[src/hw/rtl/gh_pkg.sv]
// gh_pkg: shared constants and the base32 alphabet lookup for the geohash encoder
// no dependencies; used by gh_cell and geohash_encoder_top
`timescale 1ns / 1ps

package gh_pkg;

    // field widths fixed by the interface
    localparam int unsigned COORD_W  = 32;
    localparam int unsigned LEN_W    = 4;
    localparam int unsigned SYM_W    = 5;
    localparam int unsigned CHAR_W   = 7;
    localparam int unsigned POS_W    = 4;

    // full span of each axis in 1e-7 degree units (twice the bound)
    localparam logic [31:0] LAT_DIV  = 32'd1800000000;
    localparam logic [31:0] LON_DIV  = 32'd3600000000;

    // length register value after reset
    localparam logic [3:0]  LEN_RESET = 4'd12;

    // ascii code for a symbol of "0123456789bcdefghjkmnpqrstuvwxyz"
    function automatic logic [6:0] sym_to_char(input logic [4:0] sym);
        logic [6:0] s;
        s = {2'b00, sym};
        if (sym < 5'd10) begin
            sym_to_char = s + 7'd48;
        end else if (sym <= 5'd16) begin
            sym_to_char = s + 7'd88;
        end else if (sym <= 5'd18) begin
            sym_to_char = s + 7'd89;
        end else if (sym <= 5'd20) begin
            sym_to_char = s + 7'd90;
        end else begin
            sym_to_char = s + 7'd91;
        end
    endfunction

endpackage

[src/hw/rtl/gh_cell.sv]
// gh_cell: three-stage quantizer of one axis to a cell number of BITS bits
// exact floor((v + DIV/2) * 2^BITS / DIV) by reciprocal multiply and one correction
// depends on gh_pkg
`timescale 1ns / 1ps

module gh_cell #(
    parameter int unsigned BITS = 30,
    parameter logic [31:0] DIV  = 32'd3600000000
) (
    input  logic                             aclk,
    input  logic                             adv,
    input  logic signed [gh_pkg::COORD_W-1:0] coord,
    output logic [BITS-1:0]                  cell_num
);

    localparam logic [33:0] BOUND    = {2'b00, DIV >> 1};
    localparam logic [63:0] RECIP_64 = (64'd1 << (BITS + 32)) / {32'd0, DIV};
    localparam logic [31:0] RECIP    = RECIP_64[31:0];

    // offset and range checks
    logic signed [33:0] sum;
    logic [31:0]        x_reg, x_next;
    logic               hi_reg, hi_next, lo_reg, lo_next;

    assign sum = $signed({{2{coord[31]}}, coord}) + $signed(BOUND);

    always_comb begin
        x_next  = sum[31:0];
        hi_next = (sum >= $signed({1'b0, DIV, 1'b0} >> 1));
        lo_next = sum[33] || (sum == 34'sd0);
    end

    // stage 2: reciprocal product
    logic [63:0] prod_reg, prod_next;
    logic [31:0] x2_reg;
    logic        hi2_reg, lo2_reg;

    assign prod_next = {32'd0, x_reg} * {32'd0, RECIP};

    // stage 3: back-multiply of the estimate
    logic [BITS-1:0] q0;
    logic [BITS-1:0] q0_reg;
    logic [63:0]     qd_reg, qd_next;
    logic [31:0]     x3_reg;
    logic            hi3_reg, lo3_reg;

    assign q0      = prod_reg[32 +: BITS];
    assign qd_next = 64'(q0) * {32'd0, DIV};

    always_ff @(posedge aclk) begin
        if (adv) begin
            x_reg    <= x_next;
            hi_reg   <= hi_next;
            lo_reg   <= lo_next;
            prod_reg <= prod_next;
            x2_reg   <= x_reg;
            hi2_reg  <= hi_reg;
            lo2_reg  <= lo_reg;
            q0_reg   <= q0;
            qd_reg   <= qd_next;
            x3_reg   <= x2_reg;
            hi3_reg  <= hi2_reg;
            lo3_reg  <= lo2_reg;
        end
    end

    // remainder check lifts the estimate by one where needed, then saturation
    logic [63:0] rem;

    always_comb begin
        rem = ({32'd0, x3_reg} << BITS) - qd_reg;
        if (hi3_reg) begin
            cell_num = '1;
        end else if (lo3_reg) begin
            cell_num = '0;
        end else if (rem >= {32'd0, DIV}) begin
            cell_num = q0_reg + BITS'(1);
        end else begin
            cell_num = q0_reg;
        end
    end

endmodule

[src/hw/rtl/geohash_encoder_top.sv]
// geohash_encoder_top: geohash base32 encoder, one character per result request
// depends on gh_pkg and gh_cell
`timescale 1ns / 1ps

// path: input register, gh_cell stages, serializer output register; any of these can stall
// throughput: the serializer sends one symbol per cycle while m_ready is high, the effective
//   hash length (0 to MAX_CHARS) per coordinate, and loads the next as the last symbol is taken
// a zero length consumes the coordinate and produces nothing
// reset: pipeline and output empty, hash length register set to 12

module geohash_encoder_top #(
    parameter int unsigned MAX_CHARS = 12
) (
    input  logic                                aclk,
    input  logic                                aresetn,
    input  logic                                cfg_wr_en,
    input  logic [gh_pkg::LEN_W-1:0]            cfg_wr_data,
    input  logic                                s_valid,
    output logic                                s_ready,
    input  logic signed [gh_pkg::COORD_W-1:0]   s_lat_e7,
    input  logic signed [gh_pkg::COORD_W-1:0]   s_lon_e7,
    output logic                                m_valid,
    input  logic                                m_ready,
    output logic [gh_pkg::CHAR_W-1:0]           m_symbol_char,
    output logic [gh_pkg::SYM_W-1:0]            m_symbol_value,
    output logic [gh_pkg::POS_W-1:0]            m_position,
    output logic                                m_last
);

    localparam int unsigned TOTAL = 5 * MAX_CHARS;
    localparam int unsigned LON_N = (TOTAL + 1) / 2;
    localparam int unsigned LAT_N = TOTAL / 2;
    localparam logic [3:0]  MAX_LEN = 4'(MAX_CHARS);

    // hash length register
    logic [3:0] len_cfg_reg;

    always_ff @(posedge aclk) begin
        if (!aresetn) begin
            len_cfg_reg <= gh_pkg::LEN_RESET;
        end else if (cfg_wr_en) begin
            len_cfg_reg <= cfg_wr_data;
        end
    end

    logic [3:0] len_eff;
    assign len_eff = (len_cfg_reg > MAX_LEN) ? MAX_LEN : len_cfg_reg;

    // pipeline advance: stalls only when the last stage holds an item the serializer cannot take
    logic v1_reg, v2_reg, v3_reg, v4_reg;
    logic ser_free, adv;
    logic m_valid_reg, m_valid_next;
    logic last_cur;

    assign ser_free = !m_valid_reg || (m_ready && last_cur);
    assign adv      = !v4_reg || ser_free;
    assign s_ready  = adv;

    always_ff @(posedge aclk) begin
        if (!aresetn) begin
            v1_reg <= 1'b0;
            v2_reg <= 1'b0;
            v3_reg <= 1'b0;
            v4_reg <= 1'b0;
        end else if (adv) begin
            v1_reg <= s_valid;
            v2_reg <= v1_reg;
            v3_reg <= v2_reg;
            v4_reg <= v3_reg;
        end
    end

    // input register
    logic signed [31:0] lat_reg, lon_reg;

    always_ff @(posedge aclk) begin
        if (adv) begin
            lat_reg <= s_lat_e7;
            lon_reg <= s_lon_e7;
        end
    end

    // per-axis quantizers at full length; shorter hashes use the top bits
    logic [LAT_N-1:0] lat_cell;
    logic [LON_N-1:0] lon_cell;

    gh_cell #(.BITS(LAT_N), .DIV(gh_pkg::LAT_DIV)) u_lat_cell (
        .aclk     (aclk),
        .adv      (adv),
        .coord    (lat_reg),
        .cell_num (lat_cell)
    );

    gh_cell #(.BITS(LON_N), .DIV(gh_pkg::LON_DIV)) u_lon_cell (
        .aclk     (aclk),
        .adv      (adv),
        .coord    (lon_reg),
        .cell_num (lon_cell)
    );

    // bit interleave, longitude first from the msb
    logic [TOTAL-1:0] word;

    always_comb begin
        word = '0;
        for (int i = 0; i < LON_N; i++) begin
            word[TOTAL-1-2*i] = lon_cell[LON_N-1-i];
        end
        for (int i = 0; i < LAT_N; i++) begin
            word[TOTAL-2-2*i] = lat_cell[LAT_N-1-i];
        end
    end

    // character serializer
    logic [TOTAL-1:0] shift_reg, shift_next;
    logic [3:0]       pos_reg, pos_next;
    logic [3:0]       len_reg, len_next;
    logic             load;

    assign last_cur = (pos_reg == (len_reg - 4'd1));
    assign load     = v4_reg && ser_free;

    always_comb begin
        m_valid_next = m_valid_reg;
        shift_next   = shift_reg;
        pos_next     = pos_reg;
        len_next     = len_reg;
        if (load) begin
            m_valid_next = (len_eff != 4'd0);
            shift_next   = word;
            pos_next     = 4'd0;
            len_next     = len_eff;
        end else if (m_valid_reg && m_ready) begin
            if (last_cur) begin
                m_valid_next = 1'b0;
            end else begin
                shift_next = shift_reg << 5;
                pos_next   = pos_reg + 4'd1;
            end
        end
    end

    always_ff @(posedge aclk) begin
        if (!aresetn) begin
            m_valid_reg <= 1'b0;
        end else begin
            m_valid_reg <= m_valid_next;
        end
    end

    always_ff @(posedge aclk) begin
        shift_reg <= shift_next;
        pos_reg   <= pos_next;
        len_reg   <= len_next;
    end

    // result outputs
    assign m_valid        = m_valid_reg;
    assign m_symbol_value = shift_reg[TOTAL-1 -: 5];
    assign m_symbol_char  = gh_pkg::sym_to_char(shift_reg[TOTAL-1 -: 5]);
    assign m_position     = pos_reg;
    assign m_last         = last_cur;

endmodule
[config.mk]
export PLATFORM = sky130hd
export DESIGN_NAME = geohash_encoder_top
export DESIGN_NICKNAME = d
export VERILOG_FILES = /design/src/hw/rtl/gh_pkg.sv /design/src/hw/rtl/gh_cell.sv /design/src/hw/rtl/geohash_encoder_top.sv
export SDC_FILE = /design/constraint.sdc
export NUM_CORES = 2
export LEC_CHECK = 0
export ABC_AREA = 1
export BUFFER_PORTS_ARGS = -buffer_cell sky130_fd_sc_hd__clkbuf_2
export CAP_MARGIN = 20
export CORE_ASPECT_RATIO = 1.75
export CORE_MARGIN = 5
export CORE_UTILIZATION = 60
export CTS_CLUSTER_SIZE = 14
export DETAILED_ROUTE_END_ITERATION = 7
export PLACE_DENSITY_LB_ADDON = 0.3
export SLEW_MARGIN = 25
export SYNTH_ARGS = -nofsm -noshare
export SYNTH_HDL_FRONTEND = slang
export SYNTH_SLANG_ARGS = --single-unit
[constraint.sdc]
create_clock -name aclk -period 38.8 [get_ports aclk]
set_input_delay 1.94 -clock aclk [delete_from_list [all_inputs] [get_ports aclk]]
set_output_delay 1.94 -clock aclk [all_outputs]
set_load 0.01 [all_outputs]
### Yosys cells after proc, flatten, opt, wreduce, memory -nomap -nowiden

Cells that the tools add are included.

| word-level totals | value |
|---|---|
| register bits | 630 |
| input bits | 73 |
| output and inout bits | 19 |
| logic and storage cells | 98 |

| operators by class | value |
|---|---|
| $add $sub $neg | 13 |
| multipliers | 4 |
| magnitude comparators | 9 |
| equality and inequality tests | 2 |
| muxes and demuxes | 17 |
| bitwise logic cells | 1 |
| reduce and logical (&&, ||, !) cells | 17 |

Operators with widths:

| kind | count |
|---|---|
| $mux W30 | 6 |
| $mux W60 | 3 |
| $mul A30 B22 Y52 const B | 2 |
| $logic_not A34 Y1 | 2 |
| $ge A64 B31 Y1 const B | 1 |
| $ge A64 B32 Y1 const B | 1 |
| $sub A62 B61 Y63 | 1 |
| $sub A62 B62 Y63 | 1 |
| $mul A32 B30 Y61 const B | 1 |
| $add A30 B1 Y30 const B | 2 |
| $mul A32 B30 Y60 const B | 1 |
| $ge A34 B32 Y1 const B | 1 |
| $ge A34 B33 Y1 const B | 1 |
| $add A32 B31 Y33 const B | 1 |
| $add A32 B32 Y33 const B | 1 |
| $add A5 B7 Y7 const B | 4 |
| $mux W7 | 4 |
| $le A5 B5 Y1 const B | 3 |
| $add A5 B6 Y7 const B | 1 |
| $reduce_and A2 Y1 | 3 |
| $lt A5 B4 Y1 const B | 1 |
| $add A4 B1 Y4 const B | 1 |
| $eq A4 B4 Y1 | 1 |
| $gt A4 B4 Y1 const B | 1 |
| 10 further kinds | 19 |

### Depth between registers and ports, before layout

| logic depth | value |
|---|---|
| depth in word-level cells | 7 |
| depth in mapped cells | 32 |
| gate-level depth less buffers | 32 |

### By module

From an unflattened synthesis, not the netlist that was laid out.

| unflattened totals | value |
|---|---|
| cells, all modules | 10245 |
| area total of the unflattened synthesis | 91297.6 um^2 |

By module, submodules not included:

| module | instances | cells each | area each (um^2) | seq. area each (um^2) |
|---|---|---|---|---|
| gh_cell at u_lat_cell | 1 | 4970 | 43188.9 | 6336.1 |
| gh_cell at u_lon_cell | 1 | 4771 | 42335.6 | 6336.1 |
| geohash_encoder_top | 1 | 504 | 5773.0 | 4103.9 |

### Worst setup path after synthesis

No wires, ideal clock.

| path | value |
|---|---|
| path kind | input-to-output |
| start | input m_ready |
| end | output s_ready |
| data arrival time | 12662 ps |
| data required time | 36860 ps |
| path slack | 24198 ps |
| stages on the path | 4 |
| path buffers | 0 |
| cell sequence | nand2_1 nand2_1 inv_1 nand2_1 |

| between the ends | value |
|---|---|
| cells in the longest elaborated chain, start to end | 3 |

Ends and longest elaborated chain:

| what | line | RTL |
|---|---|---|
| start, declared | geohash_encoder_top.sv:23 | `input logic m_ready,` |
| $logic_and A1 B1 Y1 | geohash_encoder_top.sv:55 | `assign ser_free = !m_valid_reg \|\| (m_ready && last_cur);` |
| $logic_or A1 B1 Y1 | geohash_encoder_top.sv:55 |  |
| $logic_or A1 B1 Y1 | geohash_encoder_top.sv:56 | `assign adv = !v4_reg \|\| ser_free;` |
| end, declared | geohash_encoder_top.sv:19 | `output logic s_ready,` |

Every way passes these cells.

### Final worst setup path

| path | value |
|---|---|
| start | register u_lat_cell.x_reg[11] |
| end | register u_lat_cell.prod_reg[57], data pin |

| between the ends | value |
|---|---|
| cells in the longest elaborated chain, start to end | 1 |

Ends and longest elaborated chain:

| what | line | RTL |
|---|---|---|
| start, declared | gh_cell.sv:22 | `logic [31:0] x_reg, x_next;` |
| start signal, assigned | gh_cell.sv:52 | `x_reg <= x_next;` |
| $mul A32 B30 Y60 | gh_cell.sv:38 | `assign prod_next = {32'd0, x_reg} * {32'd0, RECIP};` |
| net u_lat_cell.prod_next[57] | gh_cell.sv:34 | `logic [63:0] prod_reg, prod_next;` |
| end signal, assigned | gh_cell.sv:55 | `prod_reg <= prod_next;` |
| end, declared | gh_cell.sv:34 |  |

The timed path passes the listed nets, and every way through them passes these cells.
A chain may end at the register's enable or synchronous reset.

==> results.txt <==
- Count of unresolved DRC violations after routing: 0
- The number of antenna violations at the first check in global routing was 14.
- Chip height: 521 um
- Summed over its instances, the top area cell type makes up 30.5% of the synthesized netlist area.
- Once the floorplan was initialized, standard cells occupied 60.4% of the core.
* Worst setup endpoint: u_lat_cell.prod_reg[57]
- Share of final-layout standard cells stronger than drive strength 1: 3.11%
- Dominant synthesized flop cell: edfxtp_1
- Number of flip-flops in the largest register: 60
- The clock passes through at most 3 buffers.
- Tightest slew margin relative to the limit: 35.3%
* Clock tree from TritonCTS: done
- Row count: 187
* Run status: finished, final reports clean
- CTS built an H-tree with a depth of 2.
* Stage delay of the slowest cell on the critical path: 750 ps
- In this run, synthesis inferred 550 flip-flops with an integrated enable.
- Sequential fraction of the synthesis area: 18.7%
- R2R Setup Slk: 29850 ps
- The die covers 0.157 mm2.
- Post-CTS Hold Buffers: 0
- Worst-Margin Slew: 970 ps
- Most common library cell in the layout ignoring fill and taps: inv_1
* Final hold violations: 0
- Highest attainable clock frequency: 112 MHz
- For this run, the number of Yosys warnings is 0.
- Critical path start-end classification: register to register
- Congestion Overflow GR: 0
- In the layout the commonest cells are 2871 x inv_1, 1364 x fa_1, 1338 x nand2_1.
* Share of the clock period used by the worst path after layout: 23.1%
- Crit Reg-Reg Startpoint: u_lat_cell.x_reg[11]
- In this run the clock root is driven by a clkbuf_16.
- Via count: 67412
- For the worst setup path, the data required time is 39270 ps.
- In the final routed layout, each cell accounts on average for 24.5 um.
- 92 I/O pins were placed.
* Worst reg2reg path endpoint: u_lat_cell.prod_reg[57]
- In this run the worst setup path begins at u_lat_cell.x_reg[11].
- The slowest stage of the critical path is the edfxtp_1 cell.
- Synthesized area: 0.0895 mm2
- Subtracting the final worst setup slack from the clock period gives 8950 ps.
* Final Wtd Congestion: 1.06
- Max-capacitance violation count: 0
- STA puts the critical path data arrival time at 9420 ps.
* Reg2Reg Depth: 24
* Clk_lat worst skew: 740 ps
- Unrepaired setup endpoints after global routing: no
* Via count of the first global-routing pass: 74040
- Crit Path Max Fanout: 8
- The region available for standard cell placement spans 0.148 mm2.
- Clk_skew: 75.7 ps
* Class of the tightest hold or removal check: register to register
- The final layout contains routed wiring with a total length of 295 mm.
* Number of inserted filler cells in the final layout: 12832
* Initial DRC count: 4405
- Max-slew violations: 0
- DP HPWL: 259 mm
- For this design, the sink count on the clock tree is 563.
* GRT Overall Usage: 38.0%
- After clock tree synthesis, the repair step resized 0 gates.
* Average instance area after synthesis: 9.07 um2
* # setup viols final: 0
- Proportion of synthesized flip-flops having asynchronous set or reset: 0%
- TritonCTS buffer count: 58
* Post-Synthesis Net Count: 12625
* Most area-hungry cell type in the Yosys netlist: fa_1
- The area growth from synthesis to layout is 5.51%.
* TNS Setup: 0 ps
- The die is 302 um wide.
- Counting flops and latches in the post-synthesis netlist gives 563.
- The worst setup path is captured at a register.
* Vias per inst: 5.59
- STA classifies the critical path startpoint as a register.
- Total iterations of the first detailed-routing run: 6
* Unique masters post-synth: 59
- By area the synthesized netlist is led by fa_1 30%, edfxtp_1 18%, ha_1 18%.
* Number of nets with antenna violations after routing: 0
- Most repeated library cell on the critical path: fa_1
- In this run the tool buffered the top-level ports with 91 buffer cells.
- Global-route wire length before repair: 441 mm
* Final #Nets: 12762
* Clock-pin slew of the registers on the worst-case setup and hold paths: 60 ps
- Synthesis produced a netlist whose cell count is 9876.
- Once the clock tree was built, the setup fixing pass inserted 0 buffers.
* Maximum number of pins on one net before global-route repair: 84
- Walking the worst path, the cells encountered are inv_1, fa_1, inv_1, fa_1, fa_1, inv_1, fa_1, fa_1, inv_1, fa_1, fa_1, inv_1, fa_1, inv_1, ha_1, nand2_1, nor2_1, nand2_1, nor4_1, a21oi_1, o21ai_0, a21oi_1, o21ai_0, xor2_1.
[cell usage after synthesis, types with 65 or more instances]
cell type	n
a21oi_1	439
o21ai_0	218
ha_1	1312
xnor2_1	96
a31oi_1	65
edfxtp_1	550
nand3_1	314
xor2_1	163
inv_1	2871
fa_1	1364
nor2_1	637
nand2_1	1340
nand4_1	84
[final cells by class]
class / instances / area (um2) / share of cell area, %
Multi-Input combinational cell: 6388 / 61700 / 65.3
Sequential cell: 563 / 16800 / 17.8
Inverter: 2887 / 10800 / 11.5
Tap cell: 1984 / 2480 / 2.63
Clock buffer: 70 / 1560 / 1.65
Timing Repair Buffer: 115 / 639 / 0.677
Clock inverter: 38 / 422 / 0.446
Antenna cell: 10 / 25.0 / 0.0265
[how the worst min path moves through the flow]
stage | from | to | slack, ps | cells past startpoint
3_5_place_dp | u_lat_cell.x2_reg[29] | u_lat_cell.x3_reg[29] | 410 | 0
2_1_floorplan | u_lat_cell.hi_reg | u_lat_cell.hi2_reg | 400 | 0
3_3_place_gp | u_lat_cell.x2_reg[3] | u_lat_cell.x3_reg[3] | 400 | 0
5_1_grt | u_lat_cell.lo_reg | u_lat_cell.lo2_reg | 430 | 0
4_1_cts | u_lon_cell.x2_reg[30] | u_lon_cell.x3_reg[30] | 430 | 0
6_report | u_lon_cell.x2_reg[30] | u_lon_cell.x3_reg[30] | 420 | 0
[through the flow]
| step | hold WS, ps | instances | worst slack [ps] | util (%) | cell area [um2] |
|---|---|---|---|---|---|
| floorplan | 400 | 9876 | 24200 | - | 89500 |
| global placement | 400 | 11937 | 30060 | 62.3 | 92500 |
| detailed placement | 406 | 11937 | 29990 | 62.3 | 92500 |
| CTS | 425 | 12045 | 29880 | 63.7 | 94500 |
| global route | 434 | 12050 | 29700 | 63.7 | 94500 |
| finish | 422 | 12055 | 29850 | 63.7 | 94500 |
[critical path, delay by kind of cell, from the launching register on]
family,cells,cell delay (ps)
flip-flops,1,750
buffers and inverters,6,640
AND/OR/NAND/NOR,4,880
AO/OA/AOI/OAI,4,1350
XOR/XNOR,1,310
adder cells (fa/ha/maj),9,4730
[cell families (layout without fill, tap and decap cells)]
family / after synthesis / count (layout) / share of synthesized area, %
compound gates: 862 / 862 / 5.32
flops: 563 / 563 / 18.7
buf+inv: 2925 / 3110 / 12.3
other cells: 0 / 10 / 0
simple gates: 2590 / 2590 / 12.2
fa+ha+maj: 2676 / 2676 / 48.8
xor+xnor: 260 / 260 / 2.55
[layer usage]
layer	part of all wire (%)	global-route usage (%)	vias up	wire length (um)
met2	52	68.7	2450	152000
met5	0.017	0	-	50
met4	12	35.4	8	36800
met3	4.5	5.18	1195	13300
li1	-	-	30776	-
met1	32	36.9	32983	93000
Power is not shown: default switching activity piles up to over one toggle a cycle in this logic, so the estimate is an artifact.
